--- src/hw/rtl/lbf_pkg.sv ---
package lbf_pkg;

   localparam int TABLE_DEPTH_DEF = 64;
   localparam int MAX_PORTS_DEF   = 16;

   localparam int MAC_W      = 48;
   localparam int PORT_W     = 4;
   localparam int MASK_W     = 16;
   localparam int PCOUNT_W   = 5;
   localparam int SCOUNT_W   = 2;
   localparam int CSR_IDX_W  = 3;
   localparam int CSR_DATA_W = 48;
   localparam int LIMIT_W    = 7;

   // Two entries between the classifier and the table engine
   localparam int QUEUE_DEPTH = 2;

   // Configuration register indexes
   localparam logic [CSR_IDX_W-1:0] CFG_PORT_COUNT   = 3'd0;
   localparam logic [CSR_IDX_W-1:0] CFG_STATIC_COUNT = 3'd1;
   localparam logic [CSR_IDX_W-1:0] CFG_STATIC_ADDR_A = 3'd2;
   localparam logic [CSR_IDX_W-1:0] CFG_STATIC_PORT_A = 3'd3;
   localparam logic [CSR_IDX_W-1:0] CFG_STATIC_ADDR_B = 3'd4;
   localparam logic [CSR_IDX_W-1:0] CFG_STATIC_PORT_B = 3'd5;

   // One classified frame header, as handed from front to back
   typedef struct packed {
      logic [PORT_W-1:0] in_port;
      logic [MAC_W-1:0]  src_addr;
      logic [MAC_W-1:0]  dst_addr;
      logic              same_addr;
      logic              src_static;
      logic              dst_static;
      logic [PORT_W-1:0] static_port;
      logic [MASK_W-1:0] flood_mask;
   } lbf_item_type;

endpackage

--- src/hw/rtl/lbf_front.sv ---
module lbf_front import lbf_pkg::*; #(
   parameter int MAX_PORTS = MAX_PORTS_DEF
) (
   input  logic                  clock,
   input  logic                  reset,
   input  logic                  req_valid,
   output logic                  req_stall,
   input  logic [PORT_W-1:0]     req_in_port,
   input  logic [MAC_W-1:0]      req_src_addr,
   input  logic [MAC_W-1:0]      req_dst_addr,
   input  logic                  csr_valid,
   output logic                  csr_ready,
   input  logic [CSR_IDX_W-1:0]  csr_index,
   input  logic [CSR_DATA_W-1:0] csr_data,
   input  logic                  q_full,
   output logic                  q_push,
   output lbf_item_type          q_item
);

   logic [PCOUNT_W-1:0] port_count_ff, port_count_in;
   logic [SCOUNT_W-1:0] static_count_ff, static_count_in;
   logic [MAC_W-1:0]    static_addr_a_ff, static_addr_a_in;
   logic [PORT_W-1:0]   static_port_a_ff, static_port_a_in;
   logic [MAC_W-1:0]    static_addr_b_ff, static_addr_b_in;
   logic [PORT_W-1:0]   static_port_b_ff, static_port_b_in;

   logic               a_active;
   logic               b_active;
   logic [LIMIT_W-1:0] port_limit;

   assign csr_ready = 1'b1;

   always_comb begin
      port_count_in    = port_count_ff;
      static_count_in  = static_count_ff;
      static_addr_a_in = static_addr_a_ff;
      static_port_a_in = static_port_a_ff;
      static_addr_b_in = static_addr_b_ff;
      static_port_b_in = static_port_b_ff;
      if (csr_valid) begin
         case (csr_index)
            CFG_PORT_COUNT:    port_count_in    = csr_data[PCOUNT_W-1:0];
            CFG_STATIC_COUNT:  static_count_in  = csr_data[SCOUNT_W-1:0];
            CFG_STATIC_ADDR_A: static_addr_a_in = csr_data[MAC_W-1:0];
            CFG_STATIC_PORT_A: static_port_a_in = csr_data[PORT_W-1:0];
            CFG_STATIC_ADDR_B: static_addr_b_in = csr_data[MAC_W-1:0];
            CFG_STATIC_PORT_B: static_port_b_in = csr_data[PORT_W-1:0];
            default: ;
         endcase
      end
   end

   always_ff @(posedge clock) begin
      if (reset) begin
         port_count_ff    <= PCOUNT_W'(16);
         static_count_ff  <= '0;
         static_addr_a_ff <= '0;
         static_port_a_ff <= '0;
         static_addr_b_ff <= '0;
         static_port_b_ff <= '0;
      end else begin
         port_count_ff    <= port_count_in;
         static_count_ff  <= static_count_in;
         static_addr_a_ff <= static_addr_a_in;
         static_port_a_ff <= static_port_a_in;
         static_addr_b_ff <= static_addr_b_in;
         static_port_b_ff <= static_port_b_in;
      end
   end

   // A count of three behaves as two
   assign a_active = (static_count_ff != '0);
   assign b_active = static_count_ff[1];

   assign port_limit = (32'(port_count_ff) > MAX_PORTS) ? LIMIT_W'(MAX_PORTS)
                                                       : LIMIT_W'(port_count_ff);

   always_comb begin
      q_item.in_port    = req_in_port;
      q_item.src_addr   = req_src_addr;
      q_item.dst_addr   = req_dst_addr;
      q_item.same_addr  = (req_src_addr == req_dst_addr);
      q_item.src_static = (a_active && req_src_addr == static_addr_a_ff) ||
                          (b_active && req_src_addr == static_addr_b_ff);
      q_item.dst_static = 1'b0;
      q_item.static_port = '0;
      // Entry a has priority over entry b
      if (a_active && req_dst_addr == static_addr_a_ff) begin
         q_item.dst_static  = 1'b1;
         q_item.static_port = static_port_a_ff;
      end else if (b_active && req_dst_addr == static_addr_b_ff) begin
         q_item.dst_static  = 1'b1;
         q_item.static_port = static_port_b_ff;
      end
      for (int i = 0; i < MASK_W; i++) begin
         q_item.flood_mask[i] = (LIMIT_W'(i) < port_limit) && (PORT_W'(i) != req_in_port);
      end
   end

   assign req_stall = q_full;
   assign q_push    = req_valid && !q_full;

endmodule

--- src/hw/rtl/lbf_queue.sv ---
module lbf_queue import lbf_pkg::*; (
   input  logic         clock,
   input  logic         reset,
   input  logic         push,
   input  lbf_item_type push_item,
   output logic         full,
   input  logic         pop,
   output logic         head_valid,
   output lbf_item_type head_item
);

   localparam int PTR_W = (QUEUE_DEPTH > 1) ? $clog2(QUEUE_DEPTH) : 1;
   localparam int CNT_W = $clog2(QUEUE_DEPTH + 1);

   lbf_item_type     slot_ff [QUEUE_DEPTH];
   logic [PTR_W-1:0] wr_ptr_ff, wr_ptr_in;
   logic [PTR_W-1:0] rd_ptr_ff, rd_ptr_in;
   logic [CNT_W-1:0] count_ff, count_in;

   function automatic logic [PTR_W-1:0] ptr_next(input logic [PTR_W-1:0] ptr);
      return (ptr == PTR_W'(QUEUE_DEPTH - 1)) ? '0 : PTR_W'(ptr + 1'b1);
   endfunction

   assign full       = (count_ff == CNT_W'(QUEUE_DEPTH));
   assign head_valid = (count_ff != '0);
   assign head_item  = slot_ff[rd_ptr_ff];

   always_comb begin
      wr_ptr_in = push ? ptr_next(wr_ptr_ff) : wr_ptr_ff;
      rd_ptr_in = pop ? ptr_next(rd_ptr_ff) : rd_ptr_ff;
      count_in  = count_ff;
      if (push && !pop) begin
         count_in = count_ff + 1'b1;
      end else if (pop && !push) begin
         count_in = count_ff - 1'b1;
      end
   end

   always_ff @(posedge clock) begin
      if (reset) begin
         wr_ptr_ff <= '0;
         rd_ptr_ff <= '0;
         count_ff  <= '0;
      end else begin
         wr_ptr_ff <= wr_ptr_in;
         rd_ptr_ff <= rd_ptr_in;
         count_ff  <= count_in;
      end
   end

   always_ff @(posedge clock) begin
      if (push) begin
         slot_ff[wr_ptr_ff] <= push_item;
      end
   end

endmodule

--- src/hw/rtl/lbf_back.sv ---
module lbf_back import lbf_pkg::*; #(
   parameter int TABLE_DEPTH = TABLE_DEPTH_DEF
) (
   input  logic              clock,
   input  logic              reset,
   input  logic              q_valid,
   input  lbf_item_type      q_item,
   output logic              q_pop,
   output logic              rsp_valid,
   input  logic              rsp_stall,
   output logic [MASK_W-1:0] rsp_egress_mask,
   output logic              rsp_flooded,
   output logic              rsp_learn_dropped
);

   localparam int IDX_W   = $clog2(TABLE_DEPTH);
   localparam int FILL_W  = $clog2(TABLE_DEPTH + 1);
   localparam int ENTRY_W = MAC_W + PORT_W;

   typedef enum logic [2:0] {
      ST_IDLE = 3'b001,
      ST_SCAN = 3'b010,
      ST_DONE = 3'b100
   } lbf_state_type;

   lbf_state_type state_ff, state_in;
   lbf_item_type  item_ff, item_in;

   logic [ENTRY_W-1:0] table_mem [TABLE_DEPTH];
   logic [ENTRY_W-1:0] rd_data_ff;
   logic               rd_en;
   logic               wr_en;
   logic [IDX_W-1:0]   wr_addr;

   logic [FILL_W-1:0] fill_ff, fill_in;
   logic [FILL_W-1:0] scan_idx_ff, scan_idx_in;
   logic              rd_vld_ff, rd_vld_in;
   logic [IDX_W-1:0]  rd_idx_ff, rd_idx_in;
   logic              src_hit_ff, src_hit_in;
   logic [IDX_W-1:0]  src_idx_ff, src_idx_in;
   logic              dst_hit_ff, dst_hit_in;
   logic [PORT_W-1:0] dst_port_ff, dst_port_in;

   logic              rsp_valid_ff, rsp_valid_in;
   logic [MASK_W-1:0] rsp_mask_ff, rsp_mask_in;
   logic              rsp_flooded_ff, rsp_flooded_in;
   logic              rsp_dropped_ff, rsp_dropped_in;

   logic              do_update;
   logic              do_append;
   logic              do_drop;
   logic              table_full;

   assign table_full = (fill_ff == FILL_W'(TABLE_DEPTH));
   assign do_update  = !item_ff.src_static && src_hit_ff;
   assign do_append  = !item_ff.src_static && !src_hit_ff && !table_full;
   assign do_drop    = !item_ff.src_static && !src_hit_ff && table_full;
   assign wr_addr    = do_update ? src_idx_ff : fill_ff[IDX_W-1:0];

   always_comb begin
      state_in       = state_ff;
      item_in        = item_ff;
      fill_in        = fill_ff;
      scan_idx_in    = scan_idx_ff;
      rd_en          = 1'b0;
      rd_vld_in      = 1'b0;
      rd_idx_in      = rd_idx_ff;
      src_hit_in     = src_hit_ff;
      src_idx_in     = src_idx_ff;
      dst_hit_in     = dst_hit_ff;
      dst_port_in    = dst_port_ff;
      wr_en          = 1'b0;
      q_pop          = 1'b0;
      rsp_valid_in   = rsp_valid_ff && rsp_stall;
      rsp_mask_in    = rsp_mask_ff;
      rsp_flooded_in = rsp_flooded_ff;
      rsp_dropped_in = rsp_dropped_ff;

      // Compare the entry read last cycle; keep the first match
      if (rd_vld_ff) begin
         if (!src_hit_ff && rd_data_ff[ENTRY_W-1:PORT_W] == item_ff.src_addr) begin
            src_hit_in = 1'b1;
            src_idx_in = rd_idx_ff;
         end
         if (!dst_hit_ff && rd_data_ff[ENTRY_W-1:PORT_W] == item_ff.dst_addr) begin
            dst_hit_in  = 1'b1;
            dst_port_in = rd_data_ff[PORT_W-1:0];
         end
      end

      case (state_ff)
         ST_IDLE: begin
            if (q_valid) begin
               q_pop       = 1'b1;
               item_in     = q_item;
               scan_idx_in = '0;
               src_hit_in  = 1'b0;
               dst_hit_in  = 1'b0;
               state_in    = ST_SCAN;
            end
         end
         ST_SCAN: begin
            if (scan_idx_ff != fill_ff) begin
               rd_en       = 1'b1;
               rd_vld_in   = 1'b1;
               rd_idx_in   = scan_idx_ff[IDX_W-1:0];
               scan_idx_in = scan_idx_ff + 1'b1;
            end else if (!rd_vld_ff) begin
               state_in = ST_DONE;
            end
         end
         ST_DONE: begin
            if (!rsp_valid_ff || !rsp_stall) begin
               wr_en          = do_update || do_append;
               fill_in        = do_append ? FILL_W'(fill_ff + 1'b1) : fill_ff;
               rsp_valid_in   = 1'b1;
               rsp_dropped_in = do_drop;
               rsp_flooded_in = 1'b0;
               if (item_ff.dst_static) begin
                  rsp_mask_in = MASK_W'(1) << item_ff.static_port;
               end else if (dst_hit_ff) begin
                  // Destination equal to a learned source sees the fresh port
                  rsp_mask_in = (item_ff.same_addr && !item_ff.src_static)
                              ? MASK_W'(1) << item_ff.in_port
                              : MASK_W'(1) << dst_port_ff;
               end else if (item_ff.same_addr && do_append) begin
                  rsp_mask_in = MASK_W'(1) << item_ff.in_port;
               end else begin
                  rsp_mask_in    = item_ff.flood_mask;
                  rsp_flooded_in = 1'b1;
               end
               state_in = ST_IDLE;
            end
         end
         default: state_in = ST_IDLE;
      endcase
   end

   always_ff @(posedge clock) begin
      if (reset) begin
         state_ff     <= ST_IDLE;
         fill_ff      <= '0;
         rd_vld_ff    <= 1'b0;
         rsp_valid_ff <= 1'b0;
      end else begin
         state_ff     <= state_in;
         fill_ff      <= fill_in;
         rd_vld_ff    <= rd_vld_in;
         rsp_valid_ff <= rsp_valid_in;
      end
   end

   always_ff @(posedge clock) begin
      item_ff        <= item_in;
      scan_idx_ff    <= scan_idx_in;
      rd_idx_ff      <= rd_idx_in;
      src_hit_ff     <= src_hit_in;
      src_idx_ff     <= src_idx_in;
      dst_hit_ff     <= dst_hit_in;
      dst_port_ff    <= dst_port_in;
      rsp_mask_ff    <= rsp_mask_in;
      rsp_flooded_ff <= rsp_flooded_in;
      rsp_dropped_ff <= rsp_dropped_in;
   end

   always_ff @(posedge clock) begin
      if (rd_en) begin
         rd_data_ff <= table_mem[scan_idx_ff[IDX_W-1:0]];
      end
   end

   always_ff @(posedge clock) begin
      if (wr_en) begin
         table_mem[wr_addr] <= {item_ff.src_addr, item_ff.in_port};
      end
   end

   assign rsp_valid         = rsp_valid_ff;
   assign rsp_egress_mask   = rsp_mask_ff;
   assign rsp_flooded       = rsp_flooded_ff;
   assign rsp_learn_dropped = rsp_dropped_ff;

`ifndef NO_ASSERTIONS
   a_fill_bound: assert property (@(posedge clock) disable iff (reset)
      32'(fill_ff) <= TABLE_DEPTH)
      else $error("fill count beyond table depth");

   a_fill_step: assert property (@(posedge clock) disable iff (reset)
      (!$past(reset) && fill_ff != $past(fill_ff)) |-> fill_ff == $past(fill_ff) + 1'b1)
      else $error("fill count moved by other than one");

   a_write_in_done: assert property (@(posedge clock) disable iff (reset)
      wr_en |-> (state_ff == ST_DONE && !rd_vld_ff))
      else $error("table written outside completion");

   a_pop_in_idle: assert property (@(posedge clock) disable iff (reset)
      q_pop |-> (state_ff == ST_IDLE && q_valid))
      else $error("queue popped while engine busy");
`endif

endmodule

--- src/hw/rtl/learning_bridge_forwarder_unit.sv ---
// Learning bridge forwarding unit.
// Request channel (req_valid / req_stall): one frame header per transaction,
// ingress port plus source and destination MAC. Response channel (rsp_valid /
// rsp_stall): one result per header, in order: egress mask, flood flag and a
// flag set when a new source could not be learned because the table is full.
// Config channel (csr_valid / csr_ready, csr_index, csr_data): port count,
// static entry count, and two static address/port pairs; write only while idle.
// The front classifies a header against the static entries in the cycle it is
// accepted and pushes it into a two-entry queue. The back engine scans the
// learned table through a single-port memory, one entry per cycle, then
// learns the source and forms the result. It reads every learned entry of
// the table for each header, and takes the next header from the queue only
// after the result of the last one has been formed.
// Reset clears the configuration (port count 16) and empties the table and the
// queue. While rsp_stall is high the response holds; the engine stops at its
// completion step and the queue fills, after which req_stall rises.
module learning_bridge_forwarder_unit import lbf_pkg::*; #(
   parameter int TABLE_DEPTH = TABLE_DEPTH_DEF,
   parameter int MAX_PORTS   = MAX_PORTS_DEF
) (
   input  logic                  clock,
   input  logic                  reset,
   input  logic                  req_valid,
   output logic                  req_stall,
   input  logic [PORT_W-1:0]     req_in_port,
   input  logic [MAC_W-1:0]      req_src_addr,
   input  logic [MAC_W-1:0]      req_dst_addr,
   output logic                  rsp_valid,
   input  logic                  rsp_stall,
   output logic [MASK_W-1:0]     rsp_egress_mask,
   output logic                  rsp_flooded,
   output logic                  rsp_learn_dropped,
   input  logic                  csr_valid,
   output logic                  csr_ready,
   input  logic [CSR_IDX_W-1:0]  csr_index,
   input  logic [CSR_DATA_W-1:0] csr_data
);

   logic         q_push;
   logic         q_full;
   logic         q_pop;
   logic         q_valid;
   lbf_item_type push_item;
   lbf_item_type head_item;

   lbf_front #(
      .MAX_PORTS (MAX_PORTS)
   ) u_front (
      .clock        (clock),
      .reset        (reset),
      .req_valid    (req_valid),
      .req_stall    (req_stall),
      .req_in_port  (req_in_port),
      .req_src_addr (req_src_addr),
      .req_dst_addr (req_dst_addr),
      .csr_valid    (csr_valid),
      .csr_ready    (csr_ready),
      .csr_index    (csr_index),
      .csr_data     (csr_data),
      .q_full       (q_full),
      .q_push       (q_push),
      .q_item       (push_item)
   );

   lbf_queue u_queue (
      .clock      (clock),
      .reset      (reset),
      .push       (q_push),
      .push_item  (push_item),
      .full       (q_full),
      .pop        (q_pop),
      .head_valid (q_valid),
      .head_item  (head_item)
   );

   lbf_back #(
      .TABLE_DEPTH (TABLE_DEPTH)
   ) u_back (
      .clock             (clock),
      .reset             (reset),
      .q_valid           (q_valid),
      .q_item            (head_item),
      .q_pop             (q_pop),
      .rsp_valid         (rsp_valid),
      .rsp_stall         (rsp_stall),
      .rsp_egress_mask   (rsp_egress_mask),
      .rsp_flooded       (rsp_flooded),
      .rsp_learn_dropped (rsp_learn_dropped)
   );

endmodule
--- config.mk ---
export PLATFORM = sky130hd
export DESIGN_NAME = learning_bridge_forwarder_unit
export DESIGN_NICKNAME = d
export VERILOG_FILES = /design/src/hw/rtl/lbf_pkg.sv /design/src/hw/rtl/lbf_front.sv /design/src/hw/rtl/lbf_queue.sv /design/src/hw/rtl/lbf_back.sv /design/src/hw/rtl/learning_bridge_forwarder_unit.sv
export SDC_FILE = /design/constraint.sdc
export NUM_CORES = 2
export LEC_CHECK = 0
export BUFFER_PORTS_ARGS = -buffer_cell sky130_fd_sc_hd__clkbuf_2
export CAP_MARGIN = 20
export CORE_MARGIN = 2
export CORE_UTILIZATION = 32
export DETAILED_ROUTE_END_ITERATION = 10
export GPL_TIMING_DRIVEN = 0
export PLACE_DENSITY = 0.44
export SLEW_MARGIN = 10
export SYNTH_ARGS = -nofsm -noshare
export SYNTH_HDL_FRONTEND = slang
export SYNTH_SLANG_ARGS = --single-unit
--- constraint.sdc ---
create_clock -name clock -period 9.7 [get_ports clock]
set_input_delay 2.91 -clock clock [delete_from_list [all_inputs] [get_ports clock]]
set_output_delay 2.91 -clock clock [all_outputs]
set_load 0.02 [all_outputs]
Word-level counts from Yosys, hierarchy flattened
Memories as Yosys holds them, arrays and structs flattened. A register that Yosys moved wholly into a read port is not among the register bits.
Index checks and enable logic that the tools add are counted.
{ "totals": {"regBits": 170, "ramBits": 3574, "memories": 2, "in_bits": 156, "word_cells": 194} }
{ "mem_list": {"columns": ["memory", "words", "width", "read_ports", "rd_ports_with_merged_regs", "write_ports", "line", "rtl"], "rows": [
  ["u_back.table_mem", 64, 52, 1, 1, 1, "lbf_back.sv:29", "logic [ENTRY_W-1:0] table_mem [TABLE_DEPTH];"],
  ["u_queue.slot_ff", 2, 123, 1, 1, 1, "lbf_queue.sv:15", "lbf_item_type slot_ff [QUEUE_DEPTH];"]
]} }
{ "classes": {"add_sub_neg": 6, "n_eq_ne": 38, "muxes": 41, "reduce_logical": 65, "shift": 3, "magnitude_cmp": 17} }
{ "ops": {"columns": ["operator", "n"], "rows": [
  ["48-bit == test", 7],
  ["16-bit two-way mux", 4],
  ["4-bit by 7-bit less-than comparator with 1-bit output, first input constant", 8],
  ["1-bit by 4-bit << shifter with 16-bit output, first input constant", 3],
  ["1-bit logical AND", 32],
  ["4-bit inequality test, first input constant", 8],
  ["3-bit by 7-bit less-than comparator with 1-bit output, first input constant", 4],
  ["1-bit two-way mux", 23],
  ["2-bit AND reduction", 11],
  ["3-bit by 4-bit inequality test with 1-bit output, first input constant", 4],
  ["5-bit two-way mux", 3],
  ["7-bit by 1-bit adder with 7-bit output, second input constant", 2],
  ["1-bit by 7-bit less-than comparator with 1-bit output, first input constant", 2],
  ["2-bit by 7-bit less-than comparator with 1-bit output, first input constant", 2],
  ["7-bit two-way mux", 2],
  ["7-bit one-hot mux with 2 select lines", 1],
  ["3-bit two-way mux", 4],
  ["3-bit by 2-bit == test with 1-bit output, second input constant", 3],
  ["3-bit == test, second input constant", 3],
  ["1-bit logical NOT", 9],
  ["3-bit one-hot mux with 3 select lines", 1],
  ["2-bit by 4-bit inequality test with 1-bit output, first input constant", 2],
  ["2-bit nonzero test", 4],
  ["7-bit == test, second input constant", 1],
  ["18 further kinds", 27]
]} }

Longest topological paths before layout
{ "depth": {"ltp_word": 8, "depth_mapped": 12} }

Cells and area by module
A second synthesis with hierarchy kept.
{ "unflattened": {"hier_cells": 7630, "area_unflattened_um2": 153430.9} }
{ "modules_own_cells": {"columns": ["module", "instances", "area_each_um2", "cells_each"], "rows": [
  ["lbf_back", 1, 136241.9, 6219],
  ["lbf_queue", 1, 9372.7, 405],
  ["lbf_front", 1, 7816.2, 1006]
]} }

Worst setup path after synthesis
Ideal clock, no wire load.
{ "synth_path": {"path_type": "input to register", "startpoint": "input port req_valid", "endpoint": "memory u_queue.slot_ff[0][0] (netlist bit) (enable)", "required_time_ns": 9.094, "t_arrival_ns": 8.109, "setup_time_ns": 0.606, "path_buffers": 0, "stages": 2, "setup_slack_ns": 0.985, "cell_sequence": "nand2_1 nor2_1"} }
{ "synth_between": {"elab_chain_len": 3} }
{ "synth_lines": {"columns": ["element", "line", "rtl"], "rows": [
  ["from (decl)", "learning_bridge_forwarder_unit.sv:23", "input logic req_valid,"],
  ["1-bit logical AND", "lbf_front.sv:101", "assign q_push = req_valid && !q_full;"],
  ["1-bit two-way mux", "lbf_queue.sv:52", "if (push) begin"],
  ["1-bit two-way mux (not written as such)", "lbf_queue.sv:53", "slot_ff[wr_ptr_ff] <= push_item;"],
  ["to (decl)", "lbf_queue.sv:15", null]
]} }
No other way between the ends.

Worst setup path in the final report
{ "layout_path": {"startpoint": "register u_back.scan_idx_ff[3]", "endpoint": "register u_back.rd_data_ff[14] (read register of u_back.table_mem) (data pin)"} }
{ "layout_between": {"elab_chain_len": 3} }
{ "layout_lines": {"columns": ["element", "line", "rtl"], "rows": [
  ["from (decl)", "lbf_back.sv:36", "logic [FILL_W-1:0] scan_idx_ff, scan_idx_in;"],
  ["from (signal assigned)", "lbf_back.sv:155", "scan_idx_ff <= scan_idx_in;"],
  ["7-bit inequality test", "lbf_back.sv:103", "if (scan_idx_ff != fill_ff) begin"],
  ["1-bit two-way mux", "lbf_back.sv:103", null],
  ["1-bit two-way mux", null, null],
  ["to (decl)", "lbf_back.sv:30", "logic [ENTRY_W-1:0] rd_data_ff;"]
]} }
Several ways; a longest one is shown, not always the timed one.
A chain may end at the register's enable or synchronous reset.

==> run metrics <==
status complete, no violations; Vias per Instance 5.33; initial antenna violation count 36; Clock Tree Buf Depth 4; Worst setup EP type flip-flop; Nets 8,685; global-route wire length before repair 711,000 microns; most frequent cells in the layout edfxtp_1, mux4_2, clkbuf_16; CP max FO 10; Achievable Freq about 170 MHz; Cell Pwr Density 309 mW/mm^2; iteration count of the initial detailed-routing pass 6; die area 0.481 sq mm; top cells by area, synth edfxtp_1, mux4_2, mux2i_1; cell mode on critical path buf_2; max-slew violations 0; post-synth top area share 0.748; post-DR wirelength/cell roughly 35 microns; Post-DP Area around 0.17 sq mm; register area share after synthesis 0.765; Hold Path Class reg -> reg; setup violators final 0; post-CTS setup buffers 0; # fillers 42,900; commonest register cell after synthesis edfxtp_1; max-cap viol count 0; post-synthesis register bit count 3,919; post-placement cell count 14,300; total gr overflow 0; CP Data Arrival Time around 6.5 ns; Resize count post-CTS 0; Max stage delay cell, worst path a221oi_1; Post-DP HPWL 382,000 microns; Synth Warn # 0; synth unique cells 66; Clock Sink Count approximately 4,000; Period minus WS final 5.88 ns; routability congestion estimate from global placement 0.880; DRC Markers 0; WL met3 ~31,000 microns; initial DRC count 9,075; hold_buf cts 0; Metal-1 WL 225,000 microns; setup_tns 0 ns; worst path cell trace buf_4 -> buf_2 -> buf_2 -> buf_1 -> buf_8 -> clkbuf_1 -> a31oi_1 -> a221oi_1 -> o32ai_1; delay-heaviest family, CP buffers and inverters; CTS H-Tree Depth 5; Synth Instances 7,535; Fin Hold WS 0.423 ns; Leakage Power between 50 and 60 nW; initial core utilization 0.321; Reg clk slew, reported paths 0.06 ns; Post-synth ARST share 0; Mapped Area 0.152 sq mm; met2 routed WL 255,000 microns; CTS root buf clkbuf_16; aggregate global-route resource usage 0.216; post-route ant nets 0; worst slew pin tran 1.45 ns; CP Class reg -> reg; Max-slew headroom 0.0365; Design Area, Final 0.183 sq mm; CTS tree built; area grow syn2layout 20.3%; commonest non-fill, non-tap cell in the layout edfxtp_1; area occupied by multi-input gates roughly 0.034 sq mm; WP buf/inv 6; Worst Setup Start Kind flip-flop; WL final around 530,000 microns; Layout Cells excl Fill 15,100; Core ar. approximately 0.47 sq mm; Synth area leader edfxtp_1; CTS buffer count roughly 430; Die W around 690 microns; fin util 0.386; FF/Latch Area roughly 0.12 sq mm; final hold violation count 0; I/O pin count around 180; RSZ-0062 raised after global routing no; share of layout cells above drive strength 1 0.267; clock latency on the worst-skew pair ~1 ns; peak supply drop 176 uV; DIE HEIGHT 694 microns; fin crit share 0.607; Worst Clk Skew 0.0568 ns; largest net degree at the start of global routing 71; placement row count around 250; slowest stage delay, CP 1.21 ns; Post-synth EDFFs roughly 3,800; Mapped Avg Cell Area between 20 and 25 sq um; Worst Path Required 10.31 ns; top sig layer met5; detailed-route via count between 80,000 and 90,000; vias in the first global route 81,900; Net Count, Synth 7,695; I/O Buffers 174
==> final timing paths <==
path	startpoint	endpoint	slack (ns)	cells past startpoint
worst min-delay path	u_back.rd_idx_ff[2]	u_back.src_idx_ff[2]	0.42	0
worst max-delay path	u_back.scan_idx_ff[3]	u_back.rd_data_ff[14]	3.82	9
worst min register to register	u_back.rd_idx_ff[2]	u_back.src_idx_ff[2]	0.42	0
worst max register to register	u_back.scan_idx_ff[3]	u_back.rd_data_ff[14]	3.82	9
==> power breakdown <==
group          total, W  switching, W  internal [W]
Combinational    0.0185        0.0122       0.00636
Sequential       0.0220      0.000681        0.0213
Clock            0.0160       0.00684       0.00914
==> cell families (layout without fill, tap and decap cells) <==
| kind of cell | Yosys count | after routing | share of synthesized area |
|---|---|---|---|
| DFF | 3919 | 3919 | 0.765 |
| xor gates and xnor gates | 310 | 310 | 0.0178 |
| buffers and inverters | 457 | 1806 | 0.0141 |
| muxes | 1262 | 1262 | 0.143 |
| adders and majority gates | 4 | 4 | 0.000329 |
| other | 1 | 13 | 0.0000246 |
| and+or+nand+nor | 796 | 796 | 0.0249 |
| AOI/OAI and AO/OA | 786 | 786 | 0.0347 |
==> area by class of cell <==
type | instances | area share
Tap cell | 6247 | 0.0427
Clock inverter | 274 | 0.0134
Sequential cell | 3919 | 0.636
Antenna cell | 12 | 0.000164
Multi-Input combinational cell | 3159 | 0.187
Timing Repair Buffer | 563 | 0.0483
Clock buffer | 512 | 0.0608
Buffer | 401 | 0.0107
Inverter | 56 | 0.00118
==> layer usage <==
metal | vias to the layer above | GRT usage
met5 | - | 0
met4 | 8 | 0.0670
met3 | 662 | 0.0310
met2 | 2959 | 0.357
met1 | 43900 | 0.294
li1 | 33200 | -
==> registers in the layout, indices dropped and copies added (netlist names), 2 cells and up <==
name / count
u_back.dst_port_ff: 4
u_back.state_ff: 3
u_front.port_count_ff: 5
u_back.item_ff: 123
u_back.table_mem: 3328
u_back.rd_data_ff: 52
u_back.rsp_egress_mask: 16
u_queue.slot_ff: 246
u_front.static_port_a_ff: 4
u_front.static_addr_a_ff: 48
u_queue.count_ff: 2
u_back.fill_ff: 7
u_back.scan_idx_ff: 7
u_front.static_count_ff: 2
u_back.rd_idx_ff: 6
u_front.static_port_b_ff: 4
u_back.src_idx_ff: 6
u_front.static_addr_b_ff: 48
==> metrics by stage <==
| step | total power, W | setup slack [ns] |
|---|---|---|
| detailed placement | 0.0409 | 3.33 |
| global route | 0.0582 | 3.96 |
| floorplan | 0.0307 | 0.985 |
| CTS | 0.0570 | 3.88 |
| finish | 0.0565 | 3.82 |
| global placement | 0.0392 | -3.96 |
==> synth_stat cells (64+ instances only) <==
| master | instances |
|---|---|
| a211oi_1 | 64 |
| a21oi_1 | 191 |
| buf_2 | 135 |
| clkbuf_1 | 190 |
| dfxtp_1 | 129 |
| edfxtp_1 | 3790 |
| mux2_2 | 181 |
| mux2i_1 | 367 |
| mux4_2 | 714 |
| nand2_1 | 274 |
| nor2_1 | 168 |
| nor2b_1 | 90 |
| o21ai_0 | 78 |
| o22ai_1 | 139 |
| xnor2_1 | 132 |
| xor2_1 | 178 |
(Power assumes the default switching activity.)
